**config.mk**
```make
export PLATFORM = sky130hd
export DESIGN_NAME = zigbee_api_frame_packer
export DESIGN_NICKNAME = d
export VERILOG_FILES = /design/src/sv/zfp_pkg.sv /design/src/sv/zigbee_api_frame_packer.sv /design/src/sv/zfp_front.sv /design/src/sv/zfp_queue.sv /design/src/sv/zfp_back.sv
export SDC_FILE = /design/constraint.sdc
export NUM_CORES = 1
export LEC_CHECK = 0
export ABC_AREA = 0
export BUFFER_PORTS_ARGS = -buffer_cell sky130_fd_sc_hd__buf_2
export CAP_MARGIN = 20
export CORE_MARGIN = 2
export CORE_UTILIZATION = 45
export DETAILED_ROUTE_END_ITERATION = 16
export SYNTH_ARGS = -nofsm -noshare
export SYNTH_HDL_FRONTEND = slang
export SYNTH_HIERARCHICAL = 1
export SYNTH_SLANG_ARGS = --single-unit
export TNS_END_PERCENT = 1
```
**constraint.sdc**
```tcl
create_clock -name aclk -period 5.95 [get_ports aclk]
set_input_delay 0.595 -clock aclk [delete_from_list [all_inputs] [get_ports aclk]]
set_output_delay 0.595 -clock aclk [all_outputs]
set_load 0.005 [all_outputs]
```
**src/sv/zfp_pkg.sv**
```systemverilog
// ============================================================================
// zfp_pkg: shared types and constants of the API frame packer
// Payload structs, the job record passed from front to back, output step
// codes and the escape test.
// ============================================================================
package zfp_pkg;

    localparam logic [7:0] DELIM_BYTE = 8'h7E;
    localparam logic [7:0] ESC_BYTE   = 8'h7D;
    localparam logic [7:0] XON_BYTE   = 8'h11;
    localparam logic [7:0] XOFF_BYTE  = 8'h13;
    localparam logic [7:0] ESC_XOR    = 8'h20;
    localparam logic [7:0] CHK_INIT   = 8'hFF;

    localparam logic [1:0] MODE_ESCAPED = 2'd2;

    localparam int CFG_IDX_W  = 2;
    localparam int CFG_DATA_W = 2;
    localparam logic [CFG_IDX_W-1:0] REG_API_MODE  = 2'd0;
    localparam logic [CFG_IDX_W-1:0] REG_INSERT_ID = 2'd1;

    localparam int QUEUE_DEPTH_DEF = 2;

    typedef struct packed {
        logic [7:0]  data_byte;
        logic        first_byte;
        logic        last_byte;
        logic [15:0] data_length;
    } in_item_t;

    typedef struct packed {
        logic [7:0] out_byte;
        logic       frame_end;
        logic       run_last;
    } out_item_t;

    typedef struct packed {
        logic [1:0] api_mode;
        logic       insert_frame_id;
    } cfg_t;

    // One accepted item, fully classified: everything the back end needs.
    typedef struct packed {
        logic        first;
        logic        ins;
        logic        last;
        logic        esc;
        logic [7:0]  data;
        logic [7:0]  id;
        logic [15:0] len;
        logic [7:0]  chk;
    } job_t;

    typedef enum logic [5:0] {
        ST_DELIM = 6'b000001,
        ST_LENH  = 6'b000010,
        ST_LENL  = 6'b000100,
        ST_DATA  = 6'b001000,
        ST_ID    = 6'b010000,
        ST_CHK   = 6'b100000
    } step_t;

    function automatic logic is_special(input logic [7:0] b);
        is_special = b inside {DELIM_BYTE, ESC_BYTE, XON_BYTE, XOFF_BYTE};
    endfunction

endpackage

```
**src/sv/zigbee_api_frame_packer.sv**
```systemverilog
// ============================================================================
// zigbee_api_frame_packer: API frame builder with optional byte stuffing
// Packs frame-data bytes into delimited, length-prefixed, checksummed frames.
// ============================================================================
// Usage:
// The s_ channel carries one frame-data byte per transfer, the first of a
// frame flagged by first_byte and carrying data_length, the last flagged by
// last_byte. The m_ channel carries one byte of the serialized frame per
// transfer; frame_end marks the last checksum byte and run_last the last
// byte produced for one input transfer.
// Each input transfer expands to 0 to 11 output bytes; a byte that arrives
// outside any frame is taken and dropped. The output sequencer emits one
// byte per cycle unless the receiver stalls it. An item has one or two
// output bytes for plain data (up to four with the checksum), four to
// eleven for the opening byte of a frame. With the queue empty, the first
// output byte passes through the job queue and then the output register.
// The classifier accepts a new transfer whenever the job queue has room, so
// it keeps taking input while the sequencer waits on a stalled receiver; when
// the queue fills, s_ready drops until the sequencer retires a job.
// Configuration is written through cfg_wr_en / cfg_index / cfg_wdata while
// the block is idle. Reset sets escaped mode, enables frame ID insertion,
// clears the frame ID counter, empties the queue and the output register.
// ============================================================================
module zigbee_api_frame_packer #(
    parameter int QUEUE_DEPTH = zfp_pkg::QUEUE_DEPTH_DEF
) (
    input  logic                            aclk,
    input  logic                            aresetn,
    input  logic                            cfg_wr_en,
    input  logic [zfp_pkg::CFG_IDX_W-1:0]   cfg_index,
    input  logic [zfp_pkg::CFG_DATA_W-1:0]  cfg_wdata,
    input  logic                            s_valid,
    output logic                            s_ready,
    input  zfp_pkg::in_item_t               s_payload,
    output logic                            m_valid,
    input  logic                            m_ready,
    output zfp_pkg::out_item_t              m_payload
);

    // Configuration registers; writes to unused indexes are dropped.
    zfp_pkg::cfg_t cfg_reg, cfg_next;

    always_comb begin
        cfg_next = cfg_reg;
        if (cfg_wr_en) begin
            case (cfg_index)
                zfp_pkg::REG_API_MODE:  cfg_next.api_mode        = cfg_wdata;
                zfp_pkg::REG_INSERT_ID: cfg_next.insert_frame_id = cfg_wdata[0];
                default:                cfg_next = cfg_reg;
            endcase
        end
    end

    always_ff @(posedge aclk) begin
        if (!aresetn) begin
            cfg_reg.api_mode        <= zfp_pkg::MODE_ESCAPED;
            cfg_reg.insert_frame_id <= 1'b1;
        end else begin
            cfg_reg <= cfg_next;
        end
    end

    // Front end: classifies each transfer and computes checksum and frame ID.
    logic          q_full;
    logic          q_push;
    zfp_pkg::job_t q_job;

    zfp_front u_front (
        .aclk      (aclk),
        .aresetn   (aresetn),
        .cfg       (cfg_reg),
        .s_valid   (s_valid),
        .s_ready   (s_ready),
        .s_payload (s_payload),
        .q_full    (q_full),
        .q_push    (q_push),
        .q_job     (q_job)
    );

    // Job queue decoupling the two halves.
    logic          head_valid;
    zfp_pkg::job_t head_job;
    logic          q_pop;

    zfp_queue #(
        .DEPTH (QUEUE_DEPTH)
    ) u_queue (
        .aclk       (aclk),
        .aresetn    (aresetn),
        .push       (q_push),
        .push_job   (q_job),
        .full       (q_full),
        .pop        (q_pop),
        .head_valid (head_valid),
        .head_job   (head_job)
    );

    // Back end: serializes the head job, with byte stuffing in escaped mode.
    zfp_back u_back (
        .aclk       (aclk),
        .aresetn    (aresetn),
        .head_valid (head_valid),
        .head_job   (head_job),
        .pop        (q_pop),
        .m_valid    (m_valid),
        .m_ready    (m_ready),
        .m_payload  (m_payload)
    );

    // A transfer that opens a frame always leaves a job in the queue.
    a_first_queued: assert property (@(posedge aclk) disable iff (!aresetn)
        (s_valid && s_ready && s_payload.first_byte) |=> head_valid)
        else $error("opening transfer did not reach the job queue");

    // The checksum byte that closes a frame is always the end of its run.
    a_end_is_run_last: assert property (@(posedge aclk) disable iff (!aresetn)
        (m_valid && m_payload.frame_end) |-> m_payload.run_last)
        else $error("frame end without run end");

    // The sequencer never retires a job that is not there.
    a_pop_has_job: assert property (@(posedge aclk) disable iff (!aresetn)
        q_pop |-> head_valid)
        else $error("job retired from an empty queue");

    // Nothing leaves the block in the cycle after reset.
    a_reset_quiet: assert property (@(posedge aclk)
        !aresetn |=> !m_valid)
        else $error("output valid right after reset");

endmodule

```
**src/sv/zfp_front.sv**
```systemverilog
// ============================================================================
// zfp_front: item classifier of the API frame packer
// Tracks frame state, frame ID and checksum, and turns each accepted item
// inside a frame into a job record for the output sequencer.
// ============================================================================
module zfp_front (
    input  logic              aclk,
    input  logic              aresetn,
    input  zfp_pkg::cfg_t     cfg,
    input  logic              s_valid,
    output logic              s_ready,
    input  zfp_pkg::in_item_t s_payload,
    input  logic              q_full,
    output logic              q_push,
    output zfp_pkg::job_t     q_job
);

    logic [7:0] frame_id_reg, frame_id_next;
    logic [7:0] chk_reg, chk_next;
    logic       in_frame_reg, in_frame_next;

    logic       accept;
    logic       ins;
    logic [7:0] id_use;
    logic [7:0] base;
    logic [7:0] after_data;
    logic [7:0] after_id;

    assign s_ready = !q_full;
    assign accept  = s_valid && s_ready;
    assign q_push  = accept && (s_payload.first_byte || in_frame_reg);

    assign ins        = s_payload.first_byte && cfg.insert_frame_id;
    assign id_use     = (frame_id_reg == 8'd0) ? 8'd1 : frame_id_reg;
    assign base       = s_payload.first_byte ? zfp_pkg::CHK_INIT : chk_reg;
    assign after_data = base - s_payload.data_byte;
    assign after_id   = ins ? (after_data - id_use) : after_data;

    always_comb begin
        q_job.first = s_payload.first_byte;
        q_job.ins   = ins;
        q_job.last  = s_payload.last_byte;
        q_job.esc   = (cfg.api_mode == zfp_pkg::MODE_ESCAPED);
        q_job.data  = s_payload.data_byte;
        q_job.id    = id_use;
        q_job.len   = s_payload.data_length + {15'd0, ins};
        q_job.chk   = after_id;
    end

    always_comb begin
        frame_id_next = frame_id_reg;
        chk_next      = chk_reg;
        in_frame_next = in_frame_reg;
        if (q_push) begin
            if (ins) begin
                frame_id_next = id_use + 8'd1;
            end
            chk_next      = s_payload.last_byte ? zfp_pkg::CHK_INIT : after_id;
            in_frame_next = !s_payload.last_byte;
        end
    end

    always_ff @(posedge aclk) begin
        if (!aresetn) begin
            frame_id_reg <= 8'd0;
            chk_reg      <= zfp_pkg::CHK_INIT;
            in_frame_reg <= 1'b0;
        end else begin
            frame_id_reg <= frame_id_next;
            chk_reg      <= chk_next;
            in_frame_reg <= in_frame_next;
        end
    end

endmodule

```
**src/sv/zfp_queue.sv**
```systemverilog
// ============================================================================
// zfp_queue: job queue between classifier and output sequencer
// A small register FIFO that lets either side stall on its own.
// ============================================================================
module zfp_queue #(
    parameter int DEPTH = zfp_pkg::QUEUE_DEPTH_DEF
) (
    input  logic          aclk,
    input  logic          aresetn,
    input  logic          push,
    input  zfp_pkg::job_t push_job,
    output logic          full,
    input  logic          pop,
    output logic          head_valid,
    output zfp_pkg::job_t head_job
);

    localparam int PTR_W = (DEPTH > 1) ? $clog2(DEPTH) : 1;
    localparam int CNT_W = $clog2(DEPTH + 1);

    zfp_pkg::job_t entry_reg [DEPTH];

    logic [PTR_W-1:0] wr_ptr_reg, wr_ptr_next;
    logic [PTR_W-1:0] rd_ptr_reg, rd_ptr_next;
    logic [CNT_W-1:0] count_reg, count_next;
    logic             do_push;
    logic             do_pop;

    assign full       = (count_reg == CNT_W'(DEPTH));
    assign head_valid = (count_reg != '0);
    assign head_job   = entry_reg[rd_ptr_reg];
    assign do_push    = push && !full;
    assign do_pop     = pop && head_valid;

    always_comb begin
        wr_ptr_next = wr_ptr_reg;
        rd_ptr_next = rd_ptr_reg;
        count_next  = count_reg;
        if (do_push) begin
            wr_ptr_next = (wr_ptr_reg == PTR_W'(DEPTH - 1)) ? '0 : wr_ptr_reg + 1'b1;
        end
        if (do_pop) begin
            rd_ptr_next = (rd_ptr_reg == PTR_W'(DEPTH - 1)) ? '0 : rd_ptr_reg + 1'b1;
        end
        if (do_push && !do_pop) begin
            count_next = count_reg + 1'b1;
        end else if (do_pop && !do_push) begin
            count_next = count_reg - 1'b1;
        end
    end

    always_ff @(posedge aclk) begin
        if (!aresetn) begin
            wr_ptr_reg <= '0;
            rd_ptr_reg <= '0;
            count_reg  <= '0;
        end else begin
            wr_ptr_reg <= wr_ptr_next;
            rd_ptr_reg <= rd_ptr_next;
            count_reg  <= count_next;
        end
    end

    always_ff @(posedge aclk) begin
        if (do_push) begin
            entry_reg[wr_ptr_reg] <= push_job;
        end
    end

endmodule

```
**src/sv/zfp_back.sv**
```systemverilog
// ============================================================================
// zfp_back: output sequencer of the API frame packer
// Walks the bytes of the job at the queue head, stuffing them in escaped
// mode; drives the registered result channel, one byte per unstalled cycle.
// ============================================================================
module zfp_back (
    input  logic               aclk,
    input  logic               aresetn,
    input  logic               head_valid,
    input  zfp_pkg::job_t      head_job,
    output logic               pop,
    output logic               m_valid,
    input  logic               m_ready,
    output zfp_pkg::out_item_t m_payload
);

    zfp_pkg::step_t     step_reg, step_next;
    logic               busy_reg, busy_next;
    logic               half_reg, half_next;
    logic               m_valid_reg, m_valid_next;
    zfp_pkg::out_item_t m_payload_reg;

    zfp_pkg::step_t cur_step;
    zfp_pkg::step_t nxt_step;
    logic           job_done;
    logic [7:0]     cur_byte;
    logic           need_esc;
    logic           step_done;
    logic           fire;
    logic [7:0]     emit_byte;

    assign cur_step = busy_reg ? step_reg :
                      (head_job.first ? zfp_pkg::ST_DELIM : zfp_pkg::ST_DATA);

    always_comb begin
        case (cur_step)
            zfp_pkg::ST_DELIM: cur_byte = zfp_pkg::DELIM_BYTE;
            zfp_pkg::ST_LENH:  cur_byte = head_job.len[15:8];
            zfp_pkg::ST_LENL:  cur_byte = head_job.len[7:0];
            zfp_pkg::ST_ID:    cur_byte = head_job.id;
            zfp_pkg::ST_CHK:   cur_byte = head_job.chk;
            default:           cur_byte = head_job.data;
        endcase
    end

    always_comb begin
        nxt_step = zfp_pkg::ST_DATA;
        job_done = 1'b0;
        case (cur_step)
            zfp_pkg::ST_DELIM: nxt_step = zfp_pkg::ST_LENH;
            zfp_pkg::ST_LENH:  nxt_step = zfp_pkg::ST_LENL;
            zfp_pkg::ST_LENL:  nxt_step = zfp_pkg::ST_DATA;
            zfp_pkg::ST_DATA: begin
                if (head_job.ins) begin
                    nxt_step = zfp_pkg::ST_ID;
                end else if (head_job.last) begin
                    nxt_step = zfp_pkg::ST_CHK;
                end else begin
                    job_done = 1'b1;
                end
            end
            zfp_pkg::ST_ID: begin
                if (head_job.last) begin
                    nxt_step = zfp_pkg::ST_CHK;
                end else begin
                    job_done = 1'b1;
                end
            end
            default: job_done = 1'b1;
        endcase
    end

    // The delimiter is never stuffed; every later byte may be.
    assign need_esc  = head_job.esc && (cur_step != zfp_pkg::ST_DELIM) &&
                       zfp_pkg::is_special(cur_byte);
    assign step_done = !need_esc || half_reg;
    assign emit_byte = half_reg ? (cur_byte ^ zfp_pkg::ESC_XOR) :
                       (need_esc ? zfp_pkg::ESC_BYTE : cur_byte);
    assign fire      = head_valid && (!m_valid_reg || m_ready);
    assign pop       = fire && step_done && job_done;

    always_comb begin
        step_next    = step_reg;
        busy_next    = busy_reg;
        half_next    = half_reg;
        m_valid_next = m_valid_reg && !m_ready;
        if (fire) begin
            m_valid_next = 1'b1;
            if (!step_done) begin
                half_next = 1'b1;
                busy_next = 1'b1;
                step_next = cur_step;
            end else begin
                half_next = 1'b0;
                busy_next = !job_done;
                step_next = nxt_step;
            end
        end
    end

    always_ff @(posedge aclk) begin
        if (!aresetn) begin
            step_reg    <= zfp_pkg::ST_DATA;
            busy_reg    <= 1'b0;
            half_reg    <= 1'b0;
            m_valid_reg <= 1'b0;
        end else begin
            step_reg    <= step_next;
            busy_reg    <= busy_next;
            half_reg    <= half_next;
            m_valid_reg <= m_valid_next;
        end
    end

    always_ff @(posedge aclk) begin
        if (fire) begin
            m_payload_reg.out_byte  <= emit_byte;
            m_payload_reg.frame_end <= step_done && job_done &&
                                       (cur_step == zfp_pkg::ST_CHK);
            m_payload_reg.run_last  <= step_done && job_done;
        end
    end

    assign m_valid   = m_valid_reg;
    assign m_payload = m_payload_reg;

endmodule
```
# Word level (Yosys, flattened, before mapping)
# Memory sizes are Yosys's and may differ from the RTL's. A register that Yosys moved wholly into a read port is not among the register bits.
# Cells that the tools add are included.
# W data, S select, Z words.
[totals] output_inout_bits=12 word_cells=101 memories=1 in_bits=35 rom_bits=0 register_bits=43 ramBits=88 latch_bits=0
[op_classes] shifts=0 bitwise_logic=1 n_lt_le_gt_ge=0 addsub=8 mul=0 div=0 n_mux=27 n_reduce_logical=35 n_eq_ne=14
[mem_list] name="u_queue.entry_reg" words=2 width=44 read_ports=1 rd_clocked_by_memory_dff=1 wr=1 line_no="zfp_queue.sv:21" text="zfp_pkg::job_t entry_reg [DEPTH];"
[ops] cell="$mux W8" n=6
[ops] cell="$pmux W8 S5" n=1
[ops] cell="$mux W6" n=4
[ops] cell="$pmux W6 S4" n=1
[ops] cell="$add A16 B1 Y16" n=1
[ops] cell="$eq A8 B5 Y1 const B" n=2
[ops] cell="$eq A8 B7 Y1 const B" n=2
[ops] cell="$sub A8 B8 Y8" n=2
[ops] cell="$logic_and A1 B1 Y1" n=15
[ops] cell="$mux W1" n=11
[ops] cell="$add A8 B1 Y8 const B" n=1
[ops] cell="$logic_not A1 Y1" n=8
[ops] cell="$logic_not A8 Y1" n=1
[ops] cell="$eq A6 B1 Y1 const B" n=1
[ops] cell="$eq A6 B2 Y1 const B" n=1
[ops] cell="$eq A6 B3 Y1 const B" n=1
[ops] cell="$eq A6 B4 Y1 const B" n=1
[ops] cell="$eq A6 B5 Y1 const B" n=1
[ops] cell="$eq A6 B6 Y1 const B" n=1
[ops] cell="$ne A6 B1 Y1 const B" n=1
[ops] cell="$reduce_and A2 Y1" n=3
[ops] cell="$eq A2 B2 Y1 const B" n=2
[ops] cell="$mux W2" n=2
[ops] cell="$mux W4" n=1
[ops] cell="other kinds (11)" n=15

# Depth between registers and ports, before layout
[depth] word_depth=15 depth_mapped=17 mapped_depth_nobuf=15

# Cells and area by module
# Netlist, hierarchy kept.
[by_module_without_submodules] module="zfp_queue" seq_area_each_um2=2742.6 cells_each=162 area_each_um2=3409.5 n_inst=1
[by_module_without_submodules] module="zfp_front" seq_area_each_um2=340.3 cells_each=236 area_each_um2=1838.0 n_inst=1
[by_module_without_submodules] module="zfp_back" seq_area_each_um2=480.5 cells_each=172 area_each_um2=1636.6 n_inst=1
[by_module_without_submodules] module="zigbee_api_frame_packer" seq_area_each_um2=60.1 cells_each=14 area_each_um2=152.6 n_inst=1

# Worst setup path after synthesis
# Ideal clock, no wire load.
[synth_timing] path_kind="input-to-reg" startpoint="input port s_payload[17] in the netlist's numbering" endpoint="memory u_queue/entry_reg[0][7] in the netlist's numbering, data pin" cell_stages=14 arrival_time_ns=3.414 path_buffers=1 required_time_ns=5.679 setup_ns=0.271 setup_slack_ns=2.265 cell_sequence="clkbuf_1 or2_2 ha_1 nor2b_1 o21ai_0 a21bo_2 nand2b_1 a21oi_1 xnor2_1 ha_1 a21o_2 or4_1 a31oi_1 xnor2_1"
[synth_lines] item="from (decl)" line_no="zigbee_api_frame_packer.sv:34" text="input zfp_pkg::in_item_t s_payload,"
[synth_lines] item="to (decl)" line_no="zfp_queue.sv:21"

==> flow_summary.ini <==
[status]
status = completed

[clock_tree]
root_buffer = clkbuf_16
clk_path_buf_depth = 2
clk_pin_slew_ns = 0.06
clkLatencyLatePin_ns = 0.41
cts.sinks = 132
htreeDepth = 4
cts_repair_resize_count = 0
cts_tree = built
cts_buffers = 17
hold_buffers = 0
postCtsSetupBuffers = 0

[worst_hold_path]
min_path_type = in2reg
min_path_cells = 1

[critical_path]
critPathTopFamily = simple AND/OR/NAND/NOR gates
slowest_delay_ns = 0.68
path_max_fanout = 22
slowest_stage = dfxtp_2
worstRegToRegCells = 13
critPathBufInv = 0
cp-start-kind = register
worstSetupPathType = reg2reg
crit_cells = 13
path_cells = mux2_2, or2b_1, o21ai_4, nor3_4, mux2i_4, xor2_2, o2bb2ai_4, nand2_4, and3_1, o21ai_1, ha_1, or3_1, a21boi_1
crit_required_ns = 6.29
cp-end-kind = register
crit_arrival_ns = 4.43

[power]
peakVddDrop_mv = 0.2435
powerDensity_mw_per_mm2 = 388.6
leakage_nw = 2.851

[grt]
use_met2_pct = 31.15
grt_pass1_wl_mm = 23.92
grt_overflow = 0
met3_usage_pct = 5.037
met1_usage_pct = 24.31
grt_use_total_pct = 18.87
antenna_found_initial = 0
grt_max_degree = 46
busiest_layer = met2
grt_pass1_vias = 4586

[floorplan]
die_x_um = 129.1
die_area_sq_mm = 0.01665
placementRows = 45
initial_utilization_pct = 46.12
die_height_um = 129.1
core_sq_mm = 0.01526
pin_count = 47

[synth]
synth_cell_types = 87
ys.flop_type = edfxtp_1
yosys_warnings = 6
synthArstFlopShare_pct = 0
syn_area_sq_mm = 0.007037
ys_ff_latch = 132
synth_edf_count = 98
synth_nets = 638
seq_area_frac_synth_pct = 51.49
syn-instance-count = 584
synth_area_leaders = edfxtp_1, dfxtp_1, mux2_2
yosysTopAreaCellShare_pct = 41.82
avgSynthCellArea_sq_um = 12.05
yosysTopAreaCell = edfxtp_1

[timing]
slew_headroom_pct = 52.69
max_freq_ghz = 0.2446
timing.final.max_slew_violations = 0
post-route-period-util_pct = 68.70
final-setup-viol-count = 0
fin_skew_ns = 0.01243
finalHoldViolations = 0
tightest_slew_ns = 0.7088
finalCriticalPeriod_ns = 4.088
setup_tns_ns = 0
rsz0062_at_grt = no

[finish]
fin_area_sq_mm = 0.007939
final_cells = 842
fill_cells = 1317
finalNetCount = 672
layout_common_cells = edfxtp_1, mux2_2, buf_2
final_common_cell = edfxtp_1
n_antenna_cell = 0
largest_reg_flops = 88
syn2layout_area_growth_pct = 12.82
layout-drive-gt1-share_pct = 27.42

[routing]
routed_wl_mm = 14.87
avgViaCountPerCell = 5.340
drt-wirelength-per-cell_um = 17.66
ant_nets = 0
via_count = 4496
drc = 0
drtIter0Drc = 310
drt-pass1-iter-count = 5

[placed_design]
port_buffers = 46
place_hpwl_mm = 10.85
gp_congestion = 0.9322
dp_cells = 809
placed_area_sq_mm = 0.007310

[flow_run]
cap_viol_max_count = 0
## path summary, 6_finish.rpt
check / from / endpoint / slack [ns]
min reg2reg: cfg_reg[1] / cfg_reg[1] / 0.47
max reg2reg: register / u_queue/count_reg[1] / 1.86
min: s_payload[22] / u_queue/entry_reg[0][36] / 0.40
max: register / u_queue/count_reg[1] / 1.86
## cells in the mapped netlist, types with 3 or more instances
cell / n
buf_4: 17
inv_1: 28
o221ai_1: 3
buf_6: 7
nand4_1: 6
a21o_2: 3
a211oi_1: 4
o21a_1: 4
xnor2_1: 27
nor3_1: 4
ha_1: 17
dfxtp_1: 34
xor2_1: 10
nand3_1: 15
or2_2: 8
nor2_1: 21
a21boi_0: 3
and2_1: 10
o21ai_0: 16
a22oi_1: 6
clkbuf_1: 9
mux2_2: 48
nand2b_1: 13
nor2b_1: 8
a31oi_1: 6
o211ai_1: 3
edfxtp_1: 98
a21oi_1: 20
mux2i_1: 8
o22ai_1: 6
nand2_1: 39
o211ai_2: 3
o22a_1: 5
nand3b_1: 3
and3_1: 10
## cells by family after synthesis
kind of cell             after synthesis  synth area share [%]
multiplexers                          58                 9.335
buffers and inverters                 64                 5.085
flip-flops                           132                 51.49
adder cells (fa/ha/maj)               19                 3.592
XOR/XNOR                              38                 4.836
AO/OA/AOI/OAI                        104                 11.15
AND/OR/NAND/NOR                      169                 14.51
## final cells by class
cell class,count,area [sq um],area share [%]
inverters,30,112.6,1.418
repair buffers,49,265.3,3.341
multi-input cells,388,3063,38.58
flip-flops and latches,132,3625,45.66
clock buffers,19,464.2,5.847
well taps,211,264.0,3.325
clock inverters,13,145.1,1.828
## through the flow
stage               util [%]  setup slack [ns]  hold WS, ns  power, W
floorplan                  -             2.265       0.4316  0.001860
global placement       47.90             1.985       0.4453  0.002034
detailed placement     47.90             1.821       0.4644  0.002054
CTS                    51.90             1.808       0.3800  0.003109
global route           52.03             1.615       0.3793  0.003253
finish                 52.03             1.862       0.3959  0.003085
## power breakdown
group	switching [W]	internal, W
sequential	0.0000856	0.00116
clock	0.000391	0.000658
combinational	0.000460	0.000327
total	0.000937	0.00215
## layer usage
layer	part of all wire, %	routed length [um]	up-vias
li1	-	-	2204
met2	49	7306	82
met4	1.5	222	0
met5	0	0	-
met3	3.7	550	14
met1	46	6794	2196
Power figures use the tool's default switching activity.
